## src/sv/ecn_marking_packet_queue_top_assert.svh

```systemverilog
// ----------------------------------------------------------------------------
// ECN marking packet queue assertion macros
// Shared property templates for the concurrent checks of the queue.
// ----------------------------------------------------------------------------
`ifndef ECN_MARKING_PACKET_QUEUE_TOP_ASSERT_SVH
`define ECN_MARKING_PACKET_QUEUE_TOP_ASSERT_SVH

// Overlapping implication, checked on every rising clock edge outside reset.
`define ECNQ_ASSERT_IMPLIES(lbl, clk, rst, ante, cons, msg) \
   lbl: assert property (@(posedge clk) disable iff (rst) (ante) |-> (cons)) \
      else $error(msg);

// Non-overlapping implication: the consequent is checked in the next cycle.
`define ECNQ_ASSERT_NEXT(lbl, clk, rst, ante, cons, msg) \
   lbl: assert property (@(posedge clk) disable iff (rst) (ante) |=> (cons)) \
      else $error(msg);

`endif

```

## src/sv/ecnq_pkg.sv

```systemverilog
// ----------------------------------------------------------------------------
// ECN marking packet queue package
// Sizes, status codes, register indexes and shared types of the queue.
// ----------------------------------------------------------------------------
`timescale 1ns / 1ps

package ecnq_pkg;

   // Queue geometry.
   localparam int QUEUE_DEPTH  = 1024;
   localparam int HANDLE_WIDTH = 32;
   localparam int ADDR_W       = $clog2(QUEUE_DEPTH);
   localparam int CNT_W        = $clog2(QUEUE_DEPTH + 1);

   // Fixed field widths of the ports.
   localparam int FIELD_W      = 15;
   localparam int LEN_W        = 16;
   localparam int OUT_HANDLE_W = 32;
   localparam int WIRE_W       = 20;
   localparam int STATUS_W     = 3;
   localparam int COUNTER_W    = 32;
   localparam int CSR_IDX_W    = 2;
   localparam int CSR_DATA_W   = 15;

   localparam int ENTRY_W      = 1 + LEN_W + HANDLE_WIDTH;

   // Capacity limits and wire overhead.
   localparam int MIN_CAPACITY   = 4;
   localparam int CAPACITY_RESET = 1024;
   localparam int WIRE_OVERHEAD  = 24;

   // Result status codes.
   localparam logic [STATUS_W-1:0] ST_ENQUEUED = 3'd0;
   localparam logic [STATUS_W-1:0] ST_DROPPED  = 3'd1;
   localparam logic [STATUS_W-1:0] ST_DEQUEUED = 3'd2;
   localparam logic [STATUS_W-1:0] ST_EMPTY    = 3'd3;
   localparam logic [STATUS_W-1:0] ST_BLOCKED  = 3'd4;

   // Configuration register indexes.
   localparam logic [CSR_IDX_W-1:0] CSR_CAPACITY     = 2'd0;
   localparam logic [CSR_IDX_W-1:0] CSR_HIGH_WATER   = 2'd1;
   localparam logic [CSR_IDX_W-1:0] CSR_LOW_WATER    = 2'd2;
   localparam logic [CSR_IDX_W-1:0] CSR_BACKPRESSURE = 2'd3;

   // One stored descriptor.
   typedef struct packed {
      logic                    mark;
      logic [LEN_W-1:0]        length;
      logic [HANDLE_WIDTH-1:0] handle;
   } entry_type;

   // Decision of one transaction, handed from the control to the response stage.
   typedef struct packed {
      logic                valid;
      logic [STATUS_W-1:0] status;
      logic                mark;
      logic                underload;
   } stage_type;

   // Running statistics of the queue.
   typedef struct packed {
      logic [COUNTER_W-1:0] enqueued;
      logic [COUNTER_W-1:0] dequeued;
      logic [COUNTER_W-1:0] dropped;
      logic [CNT_W-1:0]     count;
      logic [CNT_W-1:0]     peak;
   } stats_type;

endpackage

```

## src/sv/ecnq_ctrl.sv

```systemverilog
// ----------------------------------------------------------------------------
// ECN marking packet queue control
// Decides each transaction, drives the descriptor memory and keeps counters.
// ----------------------------------------------------------------------------
`timescale 1ns / 1ps

module ecnq_ctrl (
   input  logic                           clock,
   input  logic                           reset,
   input  logic                           accept,
   input  logic                           req_operation,
   input  logic [31:0]                    req_packet_handle,
   input  logic [ecnq_pkg::LEN_W-1:0]     req_packet_length,
   input  logic                           req_downstream_overloaded,
   input  logic [ecnq_pkg::FIELD_W-1:0]   capacity_in_use,
   input  logic [ecnq_pkg::FIELD_W-1:0]   mark_level,
   input  logic [ecnq_pkg::FIELD_W-1:0]   low_water_level,
   input  logic                           backpressure_enable,
   output logic                           mem_write_enable,
   output logic [ecnq_pkg::ADDR_W-1:0]    mem_write_address,
   output ecnq_pkg::entry_type            mem_write_entry,
   output logic                           mem_read_enable,
   output logic [ecnq_pkg::ADDR_W-1:0]    mem_read_address,
   output ecnq_pkg::stage_type            stage,
   output ecnq_pkg::stats_type            stats
);

   import ecnq_pkg::*;

   logic [ADDR_W-1:0]    head_ff, head_in;
   logic [ADDR_W-1:0]    tail_ff, tail_in;
   logic [CNT_W-1:0]     count_ff, count_in;
   logic [CNT_W-1:0]     peak_ff, peak_in;
   logic [COUNTER_W-1:0] enq_total_ff, enq_total_in;
   logic [COUNTER_W-1:0] deq_total_ff, deq_total_in;
   logic [COUNTER_W-1:0] drop_total_ff, drop_total_in;
   stage_type            stage_ff, stage_in;

   logic [FIELD_W-1:0]   usable;
   logic                 full;
   logic [CNT_W-1:0]     count_inc;
   logic [CNT_W-1:0]     count_dec;
   logic [ADDR_W-1:0]    head_next;
   logic [ADDR_W-1:0]    tail_next;

   // Capacity is clamped to the range the ring supports.
   always_comb begin
      if (capacity_in_use < FIELD_W'(MIN_CAPACITY)) begin
         usable = FIELD_W'(MIN_CAPACITY);
      end else if (capacity_in_use > FIELD_W'(QUEUE_DEPTH)) begin
         usable = FIELD_W'(QUEUE_DEPTH);
      end else begin
         usable = capacity_in_use;
      end
   end

   assign full      = FIELD_W'(count_ff) >= usable;
   assign count_inc = count_ff + CNT_W'(1);
   assign count_dec = count_ff - CNT_W'(1);
   assign head_next = (head_ff == ADDR_W'(QUEUE_DEPTH - 1)) ? '0 : head_ff + ADDR_W'(1);
   assign tail_next = (tail_ff == ADDR_W'(QUEUE_DEPTH - 1)) ? '0 : tail_ff + ADDR_W'(1);

   assign mem_write_address      = tail_ff;
   assign mem_write_entry.handle = HANDLE_WIDTH'(req_packet_handle);
   assign mem_write_entry.length = req_packet_length;
   assign mem_write_entry.mark   = FIELD_W'(count_inc) > mark_level;
   assign mem_read_address       = head_ff;

   always_comb begin
      head_in          = head_ff;
      tail_in          = tail_ff;
      count_in         = count_ff;
      peak_in          = peak_ff;
      enq_total_in     = enq_total_ff;
      deq_total_in     = deq_total_ff;
      drop_total_in    = drop_total_ff;
      stage_in         = '0;
      mem_write_enable = 1'b0;
      mem_read_enable  = 1'b0;
      if (accept) begin
         stage_in.valid = 1'b1;
         if (!req_operation) begin
            if (full) begin
               stage_in.status = ST_DROPPED;
               drop_total_in   = drop_total_ff + COUNTER_W'(1);
            end else begin
               stage_in.status  = ST_ENQUEUED;
               stage_in.mark    = mem_write_entry.mark;
               mem_write_enable = 1'b1;
               tail_in          = tail_next;
               count_in         = count_inc;
               enq_total_in     = enq_total_ff + COUNTER_W'(1);
               if (count_inc > peak_ff) begin
                  peak_in = count_inc;
               end
            end
         end else if (req_downstream_overloaded) begin
            stage_in.status = ST_BLOCKED;
         end else if (count_ff == '0) begin
            stage_in.status = ST_EMPTY;
         end else begin
            // The popped descriptor arrives from memory in the next cycle.
            stage_in.status    = ST_DEQUEUED;
            stage_in.underload = backpressure_enable &&
                                 (FIELD_W'(count_dec) < low_water_level);
            mem_read_enable    = 1'b1;
            head_in            = head_next;
            count_in           = count_dec;
            deq_total_in       = deq_total_ff + COUNTER_W'(1);
         end
      end
   end

   always_ff @(posedge clock) begin
      if (reset) begin
         head_ff       <= '0;
         tail_ff       <= '0;
         count_ff      <= '0;
         peak_ff       <= '0;
         enq_total_ff  <= '0;
         deq_total_ff  <= '0;
         drop_total_ff <= '0;
         stage_ff      <= '0;
      end else begin
         head_ff       <= head_in;
         tail_ff       <= tail_in;
         count_ff      <= count_in;
         peak_ff       <= peak_in;
         enq_total_ff  <= enq_total_in;
         deq_total_ff  <= deq_total_in;
         drop_total_ff <= drop_total_in;
         stage_ff      <= stage_in;
      end
   end

   assign stage          = stage_ff;
   assign stats.enqueued = enq_total_ff;
   assign stats.dequeued = deq_total_ff;
   assign stats.dropped  = drop_total_ff;
   assign stats.count    = count_ff;
   assign stats.peak     = peak_ff;

endmodule

```

## config.mk

```make
export PLATFORM = sky130hd
export DESIGN_NAME = ecnq_ctrl
export DESIGN_NICKNAME = d
export VERILOG_FILES = /design/src/sv/ecn_marking_packet_queue_top_assert.svh /design/src/sv/ecnq_pkg.sv /design/src/sv/ecnq_ctrl.sv
export SDC_FILE = /design/constraint.sdc
export NUM_CORES = 1
export LEC_CHECK = 0
export BUFFER_PORTS_ARGS = -buffer_cell sky130_fd_sc_hd__buf_2
export CAP_MARGIN = 20
export CORE_MARGIN = 8
export CORE_UTILIZATION = 47
export CTS_BUF_LIST = sky130_fd_sc_hd__clkbuf_8
export CTS_CLUSTER_SIZE = 20
export DETAILED_ROUTE_END_ITERATION = 10
export GPL_TIMING_DRIVEN = 0
export PLACE_DENSITY_LB_ADDON = 0.15
export REMOVE_ABC_BUFFERS = 1
export SLEW_MARGIN = 40
export SYNTH_ARGS = -nofsm -noshare
export SYNTH_HDL_FRONTEND = slang
export SYNTH_SLANG_ARGS = --single-unit
```

## constraint.sdc

```tcl
create_clock -name clock -period 4.4 [get_ports clock]
set_input_delay 0.88 -clock clock [delete_from_list [all_inputs] [get_ports clock]]
set_output_delay 0.88 -clock clock [all_outputs]
set_load 0.03 [all_outputs]
```

# [Yosys cells after proc, flatten, opt, wreduce, memory -nomap -nowiden]
# Cells that the tools add are included.
[totals] reg_bits=144 output_inout_bits=195 in_bits=99 word_cells=69
[classes] n_eq_ne=5 n_mux=25 n_reduce_logical=10 n_lt_le_gt_ge=6 n_addsub=7 bitwise_logic=5
[op_table] op="$add A32 B1 Y32 const B" n=3
[op_table] op="$mux W11" n=4
[op_table] op="$mux W15" n=2
[op_table] op="$add A10 B1 Y10 const B" n=2
[op_table] op="$eq A10 B10 Y1 const B" n=2
[op_table] op="$mux W10" n=2
[op_table] op="$ge A11 B15 Y1" n=1
[op_table] op="$gt A11 B15 Y1" n=1
[op_table] op="$gt A15 B11 Y1 const B" n=1
[op_table] op="$lt A11 B15 Y1" n=1
[op_table] op="$lt A15 B3 Y1 const B" n=1
[op_table] op="$mux W1" n=14
[op_table] op="$reduce_and A4 Y1" n=3
[op_table] op="$add A11 B1 Y11 const B" n=1
[op_table] op="$gt A11 B11 Y1" n=1
[op_table] op="$logic_not A11 Y1" n=1
[op_table] op="$sub A11 B1 Y11 const B" n=1
[op_table] op="$mux W3" n=2
[op_table] op="$mux W6" n=1
[op_table] op="$ne A2 B2 Y1 const B" n=3
[op_table] op="$reduce_and A3 Y1" n=2
[op_table] op="$not A1 Y1" n=5
[op_table] op="$reduce_or A5 Y1" n=1
[op_table] op="$reduce_or A4 Y1" n=1
[op_table] op="2 further kinds" n=2

# [Longest topological paths before layout]
# Gate-level depths: netlist of the first run.
[depth] word_depth=7 mapped_depth=15

# [Worst setup path before layout of the first run]
# OpenSTA, ideal clock, no wires.
[synth_path] path_type="input-to-output" start="input port capacity_in_use[9] (netlist name)" end="output port mem_write_enable" slack_ps=-199 required_time_ps=3520 path_buffers=1 stages=12 arrival_ps=3719 path_cell_list="nor4_1 nand2_1 or3_1 a21oi_1 nand2_1 ha_1 a211oi_1 nor2_1 a2111oi_4 buf_2 nand2_2 inv_2"
[synth_via] elab_chain_cells=7 word_cells_on_any_way=8 cone_classes="order compare: 3; mux: 5"
[synth_lines] element="start: declaration" line_no="ecnq_ctrl.sv:15" text="input logic [ecnq_pkg::FIELD_W-1:0] capacity_in_use,"
[synth_lines] element="$gt A15 B11 Y1" line_no="ecnq_ctrl.sv:50" text="end else if (capacity_in_use > FIELD_W'(QUEUE_DEPTH)) begin"
[synth_lines] element="$mux W15" line_no="ecnq_ctrl.sv:50"
[synth_lines] element="$mux W15 (*)" line_no="ecnq_ctrl.sv:48" text="if (capacity_in_use < FIELD_W'(MIN_CAPACITY)) begin"
[synth_lines] element="$ge A11 B15 Y1 (*)" line_no="ecnq_ctrl.sv:57" text="assign full = FIELD_W'(count_ff) >= usable;"
[synth_lines] element="$mux W1 (*)" line_no="ecnq_ctrl.sv:83" text="if (full) begin"
[synth_lines] element="$mux W1 (*)" line_no="ecnq_ctrl.sv:82" text="if (!req_operation) begin"
[synth_lines] element="$mux W1 (*)" line_no="ecnq_ctrl.sv:80" text="if (accept) begin"
[synth_lines] element="end: declaration" line_no="ecnq_ctrl.sv:19" text="output logic mem_write_enable,"
# Mark *: on every way between the ends. The rest lies on a longest branch, timed or not.

# [Worst setup path in the final report of the first run]
[layout_path] start="input port capacity_in_use[13] (netlist name)" end="output port mem_write_enable"
# The elaborated chain is that of the path after synthesis.

==> summary.txt, run 1 <==
total track usage: 23.1%
P&R area growth vs syn: 17.1%
HP Class: register to register
drt initial violations: 370
largest net degree at the start of global routing: 91
worst reg-to-reg path cell count: 12
clock slew at reported path FFs: 0.09 ns
H-tree lvl count: 4
initial core utilization: 47.7%
antenna violations before repair: 1
Max-cap violations: 0
Worst Skew: 0.0167 ns
DP Worst Slack: -0.972 ns
Die Area: 22700 um2
synth warn: 0
CTS Buf Count: 17
worst-path maximum fanout: 7
final WL: 26.6 mm
Root Driver: clkbuf_8
vias: 7956
# IOs: 294
crit end category: output pin
# nets final: 1335
Hold Path Depth: 2
HPWL after DPL: 19.5 mm
sequential power share: 38.6%
TNS Setup: 0 ns
WL/cell: 18.6 um
synthesized flop and latch total: 144
Startpoint Class: input pin
Row Count: 49
share of cells above drive strength 1: 24.1%
Hold Vio Cnt, Final: 0
critical path arrival: 3.51 ns
Sink Count: 144
CTS hold repair buffers: 0
Avg Synthesized Cell Area: 8.09 um2
Async SR Flop Fraction: 0%
CORE AREA: 17800 um2
number of enable flip-flop cells after synthesis: 0
DRT Pass-1 Iters: 4
Routed Antenna Nets: 0
die width: 151 um
crit-path max cell delay: 0.65 ns
Placer Congestion: 0.799
Worst Path Required: 3.52 ns
run status: complete, no violations
critical path cell sequence: buf_2 > or4_1 > nor2_1 > a32oi_2 > ha_1 > a21oi_2 > o21ai_4 > a2111oi_4 > nand2_4 > inv_8 > buf_6
drc violations: 0
clock power share: 25.6%
area of the mapped netlist: 8510 um2
Least-Margin Pin Slew: 0.784 ns
insertion delay to the later sink of the worst-skew pair: 0.45 ns
shortest period the worst path allows: 4.39 ns
Net Sw Frac: 39.9%
Synth cell types: 64
Lkg Pwr: 0.00410 uW
Max VDD drop: 252 uV
Period Utilization, post-route: 99.7%
Die Height: 151 um
Peak Freq: 228 MHz
slowest CP cell: or4_1
sequential fraction of the synthesis area: 33.9%
post-route design area: 9970 um2
final setup fails: 0
Setup WS post-layout: 0.0141 ns
number of global-route vias before repair: 7546
Int Power: 2310 uW
routed vias/inst: 5.57
Port Buf Inserts: 197
placed instance area: 9310 um2
GRT overflow: 0
first-pass GRT wire length: 41.1 mm
Worst Path Class, Setup: input pin to output pin
max-slew violation count: 0
Mapped Cells: 1052
RSZ-0062 raised after global routing: true
CTS tree: yes
sw power: 1530 uW
part of the power in combinational logic: 35.8%
clock tree buffer depth: 2
Synth Flop Type: dfxtp_1
power per cell area: 386 nW/um2
Max-slew headroom: 47.7%
==> critical path: cells and delay by family <==
family	cells	cell delay (ns)
and+or+nand+nor	3	1.09
AOI/OAI and AO/OA	4	0.89
adders and majority gates	1	0.34
buffers and inverters	3	0.30
==> cell families (layout without fill, tap and decap cells) <==
kind of cell,Yosys count,count (layout),share of synthesized area (%)
other cells,0,1,0
compound gates,193,193,14.5
flops,144,144,33.9
xor+xnor,93,93,9.57
fa+ha+maj,51,51,7.50
buf+inv,157,302,9.23
simple gates,412,413,25.1
mux,2,2,0.235
==> Yosys cell counts, types with 3 or more instances <==
library cell | number | share of area (%)
a311oi_1 | 3 | 0.31
nand3_1 | 51 | 3.0
buf_4 | 48 | 4.2
o31ai_1 | 8 | 0.71
o211ai_1 | 3 | 0.26
inv_1 | 54 | 2.4
and2_1 | 6 | 0.44
buf_2 | 13 | 0.76
clkbuf_1 | 34 | 1.5
a2111oi_0 | 18 | 1.9
nor2_1 | 100 | 4.4
o21a_1 | 4 | 0.35
xor2_1 | 36 | 3.7
dfxtp_1 | 144 | 34
ha_1 | 51 | 7.5
nor2b_1 | 8 | 0.59
and4_1 | 15 | 1.5
a21oi_1 | 78 | 4.6
nor4_1 | 20 | 1.5
o21ai_1 | 30 | 1.8
buf_1 | 6 | 0.26
xnor2_1 | 57 | 5.9
or3_1 | 29 | 2.1
nor3_1 | 36 | 2.1
a211oi_1 | 13 | 1.1
nand2_1 | 67 | 3.0
a31oi_1 | 4 | 0.29
nand4_1 | 38 | 2.8
o21ai_0 | 9 | 0.53
or4_1 | 9 | 0.79
and3_1 | 13 | 0.96
==> flip-flops by register name, indices dropped and copies added, names as in the netlist <==
signal	count
count_ff	11
enq_total_ff	32
stage	6
peak_ff	11
drop_total_ff	32
mem_read_address	10
mem_write_address	10
deq_total_ff	32
==> through the flow <==
stage                     hold slack [ns]  power [uW]  cells  utilization [%]
after global routing                0.517        4130   1428             55.9
after CTS                           0.497        3850   1418             54.8
after detailed placement            0.484        2820   1381             52.2
after floorplan                     0.595        2420    951                -
after global placement              0.476        2760   1377             51.6
final                               0.491        3850   1428             55.9
==> cells in the final DEF (no fill, tap or decap), drive strengths merged, types with 5 or more instances in the layout <==
cell type / netlist / routed
nand4: 38 / 38
clkinvlp: 0 / 5
o21ai: 39 / 39
a211oi: 13 / 13
or3: 29 / 29
a2111oi: 19 / 19
xnor2: 57 / 57
or4: 9 / 9
and4: 15 / 15
nand3: 52 / 52
buf: 67 / 214
o31ai: 8 / 8
and3: 13 / 13
nor2: 101 / 101
nor3: 37 / 37
dfxtp: 144 / 144
and2: 7 / 7
a21oi: 79 / 79
inv: 56 / 64
clkbuf: 34 / 17
nor2b: 8 / 8
nand2: 68 / 68
xor2: 36 / 36
nor4: 20 / 20
ha: 51 / 51
==> metal layers <==
| layer | routed length [um] | up-vias | share of wire [%] | global-route usage, % |
|---|---|---|---|---|
| li1 | - | 3977 | - | - |
| met1 | 11700 | 3672 | 44 | 29.0 |
| met2 | 11300 | 277 | 42 | 33.3 |
| met3 | 3070 | 26 | 12 | 12.2 |
| met4 | 352 | 4 | 1.3 | 6.19 |
| met5 | 166 | - | 0.62 | 6.58 |
==> final cells by class <==
cell class	count	area [um2]
repair buffers	214	1180
flip-flops and latches	144	2890
diodes	1	2.50
multi-input cells	752	5020
well taps	229	287
clock buffers	17	234
fillers	1695	7870
inverters	56	218
clock inverters	15	128
==> timing repair <==
item,4_1_cts,5_1_grt
endpoints found under the setup margin,23,18
pin swaps,4,9
gates resized for setup,20,26
setup buffers,4,9
cloned,1,0
==> power groups by stage <==
stage	Combinational, uW	Clock (uW)	Sequential (uW)
after floorplan	810	0	1610
after CTS	1350	1020	1480
final	1380	986	1480
after detailed placement	1320	0	1510
after global placement	1260	0	1500
after global routing	1550	1080	1500
==> worst paths after layout <==
kind,startpoint,endpoint,slack (ns)
max reg2reg,count_ff[0],peak_ff[0],0.85
min,mem_write_address[1],mem_write_address[1],0.49
min reg2reg,mem_write_address[1],mem_write_address[1],0.49
max,capacity_in_use[13],mem_write_enable,0.01
No activity file was read; power rests on OpenSTA's default activity.
==> inputs of run 2 (changes only) <==
--- a/config.mk
+++ b/config.mk
@@ -7,6 +7,7 @@
 export LEC_CHECK = 0
 export BUFFER_PORTS_ARGS = -buffer_cell sky130_fd_sc_hd__buf_2
 export CAP_MARGIN = 20
+export CORE_ASPECT_RATIO = 1.4
 export CORE_MARGIN = 8
 export CORE_UTILIZATION = 47
 export CTS_BUF_LIST = sky130_fd_sc_hd__clkbuf_8
==> run 2 against run 1 <==
  * The flow now finishes with violations (setup timing)
  * Final area grew 0.72%
  * Global-route usage shrank 0.33 points
  * Non-clock buffer count grew 2
  * Clock power is essentially flat
  * Clock skew is essentially flat
  * Largest cell class unchanged
==> summary.txt, run 2 (synthesized netlist as in run 1, its figures left out) <==
run status: finished, violations left
failing checks: setup timing
Startpoint Class: input pin
Die Area: 22700 um2 (+0.27%)
Worst Path Required: 3.52 ns (about the same)
drt initial violations: 396 (+7.0%)
CTS hold repair buffers: 0 (unchanged)
vias: 8094 (+1.7%)
Peak Freq: 226 MHz (-0.70%)
crit end category: output pin
crit-path max cell delay: 0.43 ns (-0.22 ns)
Port Buf Inserts: 197 (unchanged)
antenna violations before repair: 3 (+2)
shortest period the worst path allows: 4.42 ns (+0.0309 ns)
Max VDD drop: 188 uV (-25%)
Root Driver: clkbuf_8
max-slew violation count: 0 (unchanged)
post-route design area: 10000 um2 (+0.72%)
most frequent cells in the layout: 192 x buf_2, 137 x dfxtp_1, 99 x nor2_1, 76 x a21oi_1, 67 x nand2_1
Die Height: 175 um (+16%)
Setup WS post-layout: -0.0169 ns (-0.0309 ns)
insertion delay to the later sink of the worst-skew pair: 0.46 ns (about the same)
Total Power: 3910 uW (+1.6%)
# nets final: 1338 (+0.22%)
Least-Margin Pin Slew: 0.668 ns (-0.116 ns)
slowest CP cell: a2111oi_4
Routed Antenna Nets: 0 (unchanged)
final setup fails: 1 (+1)
clock slew at reported path FFs: 0.08 ns (about the same)
initial core utilization: 47.7% (about the same)
CTS tree: yes
Max-cap violations: 0 (unchanged)
RSZ-0062 raised after global routing: true
die width: 130 um (-14%)
WL/cell: 18.2 um (-2.4%)
clock tree buffer depth: 2 (unchanged)
HP Class: register to register
critical path arrival: 3.54 ns (+0.03 ns)
critical path cell sequence: buf_8 > nor4_4 > nand2_1 > or3_4 > a21oi_4 > a32oi_1 > ha_1 > a21oi_2 > o21ai_4 > a2111oi_4 > nand2_4 > inv_8 > buf_6
Lkg Pwr: 0.00412 uW (+0.49%)
CORE AREA: 17900 um2 (about the same)
P&R area growth vs syn: 17.9%
CTS Buf Count: 17 (unchanged)
Placed Cells: 1392 (+0.80%)
power per cell area: 389 nW/um2 (+0.91%)
placed instance area: 9320 um2 (+0.15%)
Finished Layout Cells: 1443 (+1.1%)
Worst Path Class, Setup: input pin to output pin
drc violations: 0 (unchanged)
first-pass GRT wire length: 41.0 mm (-0.44%)
GRT overflow: 0 (unchanged)
Row Count: 58 (+18%)
DP Worst Slack: -1.35 ns (-0.375 ns)
TNS Setup: -0.0169 ns (-0.0169 ns)
Sink Count: 144 (unchanged)
HPWL after DPL: 19.3 mm (-1.4%)
worst reg-to-reg path cell count: 12 (unchanged)
H-tree lvl count: 4 (unchanged)
Worst Skew: 0.0164 ns (-0.000359 ns)
Placer Congestion: 0.836 (+4.6%)
Top Registers: deq_total_ff x32, drop_total_ff x32, enq_total_ff x32
number of global-route vias before repair: 7877 (+4.4%)
Hold Vio Cnt, Final: 0 (unchanged)
share of cells above drive strength 1: 24.2% (+0.11 points)
commonest non-fill, non-tap cell in the layout: buf_2
routed vias/inst: 5.61 (+0.68%)
worst-path maximum fanout: 6 (-1)
total track usage: 22.8% (-0.33 points)
Period Utilization, post-route: 100% (+0.70 points)
DRT Pass-1 Iters: 5 (+1)
final WL: 26.2 mm (-1.4%)
Hold Path Depth: 2 (unchanged)
# IOs: 294 (unchanged)
largest net degree at the start of global routing: 85 (-6.6%)
Max-slew headroom: 55.2% (+7.5 points)
-- run 2: final timing paths --
kind,startpoint,endpoint,slack (ns)
setup / recovery,capacity_in_use[2],mem_write_enable,-0.02
hold / removal,deq_total_ff[1],deq_total_ff[1],0.49
setup reg to reg,count_ff[1],peak_ff[0],0.87
hold reg to reg,deq_total_ff[1],deq_total_ff[1],0.49
-- run 2: power breakdown --
part	internal, uW	leakage, uW	switching [uW]
Clock	442	0.000187	581
Combinational	543	0.00276	860
Sequential	1380	0.00117	109
Total	2360	0.00412	1550
-- run 2: critical path: cells and delay by family --
kind / cells / cell delay [ns]
compound gates: 5 / 1.02
fa+ha+maj: 1 / 0.34
buf+inv: 3 / 0.29
simple gates: 4 / 1.00
-- run 2: through the flow --
stage	utilization, %	hold slack, ns
after floorplan	-	0.595
after global placement	51.7	0.471
after detailed placement	52.2	0.482
after CTS	55.1	0.494
after global routing	56.2	0.520
final	56.2	0.490
-- run 2: cell type report --
| class | count | area (um2) |
|---|---|---|
| Multi-Input combinational cell | 753 | 5040 |
| Timing Repair Buffer | 216 | 1190 |
| Clock buffer | 19 | 262 |
| Tap cell | 240 | 300 |
| Clock inverter | 13 | 123 |
| Fill cell | 1798 | 7810 |
| Inverter | 56 | 218 |
| Sequential cell | 144 | 2900 |
| Antenna cell | 2 | 5.00 |
-- run 2: repair_timing --
| item | 4_1_cts | 5_1_grt |
|---|---|---|
| setup buffers | 4 | 11 |
| setup endpoints to repair | 51 | 6 |
| resized for setup | 22 | 24 |
| gates cloned | 1 | 1 |
| pin swaps | 5 | 12 |
-- run 2: metal layers --
layer / GRT usage [%] / vias up / wire (um) / part of all wire (%)
li1: - / 3987 / - / -
met1: 27.2 / 3799 / 11200 / 43
met2: 35.3 / 266 / 11900 / 45
met3: 10.2 / 38 / 2570 / 9.8
met4: 7.48 / 4 / 478 / 1.8
met5: 2.11 / - / 62 / 0.24
==> inputs of run 3 (changes only) <==
--- a/config.mk
+++ b/config.mk
@@ -9,7 +9,7 @@
 export CAP_MARGIN = 20
 export CORE_ASPECT_RATIO = 1.4
 export CORE_MARGIN = 8
-export CORE_UTILIZATION = 47
+export CORE_UTILIZATION = 45
 export CTS_BUF_LIST = sky130_fd_sc_hd__clkbuf_8
 export CTS_CLUSTER_SIZE = 20
 export DETAILED_ROUTE_END_ITERATION = 10
==> run 3 against run 2 <==
  * The run still ends with setup timing left
  * Clock-buffer cell count stayed put
  * Worst setup slack worse by 0.029 ns
  * Critical path type unchanged
  * Sequential cell count stayed put
  * Critical endpoint unchanged
  * Fmax is 0.65% lower
  * Sequential share of layout area is 0.28 points lower
  * Critical path depth is 1 higher
  * Non-clock buffer count is 2 higher
==> summary.txt, run 3 (synthesized netlist as in run 1, its figures left out) <==
run status: finished, violations left
failing checks: setup timing
power per cell area: 386 nW/um2 (-0.82%)
HP Class: register to register
first-pass GRT wire length: 42.5 mm (+3.8%)
worst-path maximum fanout: 6 (unchanged)
commonest non-fill, non-tap cell in the layout: buf_2
Net Sw Frac: 38.7% (-0.95 points)
final WL: 27.1 mm (+3.3%)
P&R area growth vs syn: 18.9%
Top Registers: deq_total_ff x32, drop_total_ff x32, enq_total_ff x32
most frequent CP cell: buf_6
Hold Vio Cnt, Final: 0 (unchanged)
vias: 8077 (-0.21%)
Sink Count: 144 (unchanged)
sequential power share: 37.9% (about the same)
Peak Freq: 225 MHz (-0.65%)
clock power share: 26.1% (about the same)
Post-Route Utilization: 54.4% (-1.8 points)
Max-cap violations: 0 (unchanged)
GRT overflow: 0 (unchanged)
WL/cell: 18.7 um (+3.0%)
slowest CP cell: a2111oi_4
largest net degree at the start of global routing: 87 (+2.4%)
Worst Path Class, Setup: input pin to output pin
Lkg Pwr: 0.00418 uW (+1.4%)
Root Driver: clkbuf_8
crit-path max cell delay: 0.39 ns (-0.04 ns)
Startpoint Class: input pin
Crit path buffers/inverters: 4 (+1)
Max-slew headroom: 49.5% (-5.8 points)
drc violations: 0 (unchanged)
share of cells above drive strength 1: 24.8% (+0.58 points)
die width: 132 um (+1.9%)
H-tree lvl count: 4 (unchanged)
Row Count: 59 (+1.7%)
Die Area: 23600 um2 (+4.0%)
Least-Margin Pin Slew: 0.758 ns (+0.0898 ns)
total track usage: 22.5% (-0.33 points)
drt initial violations: 427 (+7.8%)
post-route design area: 10100 um2 (+0.80%)
Worst Path Required: 3.52 ns (about the same)
clock tree buffer depth: 2 (unchanged)
critical path arrival: 3.57 ns (+0.03 ns)
# IOs: 294 (unchanged)
max-slew violation count: 0 (unchanged)
CTS hold repair buffers: 0 (unchanged)
shortest period the worst path allows: 4.45 ns (+0.0287 ns)
critical path cell sequence: buf_8 > nor4_4 > nand2_1 > or3_4 > a21oi_4 > a32oi_2 > ha_1 > a21oi_2 > o21ai_2 > a2111oi_4 > buf_6 > nand2_8 > inv_6 > buf_6
insertion delay to the later sink of the worst-skew pair: 0.45 ns (about the same)
Int Power: 2400 uW (+1.6%)
Setup WS post-layout: -0.0455 ns (-0.0287 ns)
sw power: 1510 uW (-2.4%)
initial core utilization: 45.8% (-1.9 points)
CORE AREA: 18600 um2 (+4.2%)
Port Buf Inserts: 197 (unchanged)
most frequent cells in the layout: 191 x buf_2, 137 x dfxtp_1, 98 x nor2_1, 76 x a21oi_1, 64 x nand2_1
final setup fails: 6 (+5)
Die Height: 179 um (+2.0%)
CTS tree: yes
number of global-route vias before repair: 7846 (-0.39%)
RSZ-0062 raised after global routing: true
part of the power in combinational logic: 36.0% (about the same)
delay-heaviest family, CP: compound AO/OA/AOI/OAI gates
CTS Buf Count: 17 (unchanged)
antenna violations before repair: 3 (unchanged)
crit end category: output pin
Routed Antenna Nets: 0 (unchanged)
placed instance area: 9330 um2 (+0.13%)
Placer Congestion: 0.806 (-3.5%)
routed vias/inst: 5.58 (-0.49%)
Worst Skew: 0.0163 ns (-0.000119 ns)
Max VDD drop: 203 uV (+7.9%)
Period Utilization, post-route: 101% (+0.65 points)
clock slew at reported path FFs: 0.08 ns (about the same)
# nets final: 1339 (+0.075%)
HPWL after DPL: 20.0 mm (+3.9%)
DRT Pass-1 Iters: 5 (unchanged)
[run 3: layout make-up]
cell class,instances,area (um2)
diodes,2,5.00
clock buffers,19,262
clock inverters,12,113
fillers,1840,8480
inverters,56,215
multi-input cells,752,5100
flip-flops and latches,144,2890
well taps,244,305
repair buffers,218,1220
[run 3: repair_timing]
item,in CTS,in global routing
buffers inserted,12,4
pin swaps,12,9
gates cloned,1,0
gates resized for setup,47,12
setup endpoints to repair,34,23
[run 3: final timing paths]
| check | startpoint | end | slack, ns | cells past startpoint |
|---|---|---|---|---|
| max reg2reg | count_ff[0] | peak_ff[0] | 0.85 | 11 |
| min | deq_total_ff[1] | deq_total_ff[1] | 0.49 | 2 |
| max | capacity_in_use[4] | mem_write_enable | -0.05 | 14 |
| min reg2reg | deq_total_ff[1] | deq_total_ff[1] | 0.49 | 2 |
[run 3: stage by stage]
step                worst slack [ns]  total power (uW)  std cells  hold WS (ns)  TNS [ns]
detailed placement             -1.17              2830       1397         0.481    -44.65
global placement               -3.33              2760       1392         0.469   -199.46
floorplan                      -1.01              2420        951         0.595    -35.60
global route                  -0.241              4170       1447         0.521     -2.90
CTS                          -0.0135              3930       1441         0.493   -0.0135
finish                       -0.0455              3910       1447         0.490    -0.136
[run 3: power groups by stage]
stage | Clock [uW] | Combinational, uW | Sequential (uW)
2_1_floorplan | 0 | 810 | 1610
3_3_place_gp | 0 | 1260 | 1500
3_5_place_dp | 0 | 1320 | 1500
4_1_cts | 1050 | 1400 | 1480
5_1_grt | 1110 | 1570 | 1500
6_report | 1020 | 1410 | 1480
[run 3: worst reg2reg max path, stage by stage, from the launching register on]
cell and delay (ns):
dfxtp_2 0.45, ha_1 0.26, nand3_2 0.19, nor4_4 0.36
xor2_1 0.16, buf_4 0.17, ha_1 0.28, nand4_1 0.16
a311oi_1 0.50, o41a_1 0.55, a21oi_1 0.14, a311oi_1 0.25
[run 3: metal layers]
metal | vias up | wire length (um) | global-route usage, %
met5 | - | 70 | 1.92
met3 | 35 | 2840 | 11.7
met2 | 260 | 12300 | 35.6
met4 | 4 | 406 | 5.60
li1 | 3973 | - | -
met1 | 3805 | 11500 | 26.1
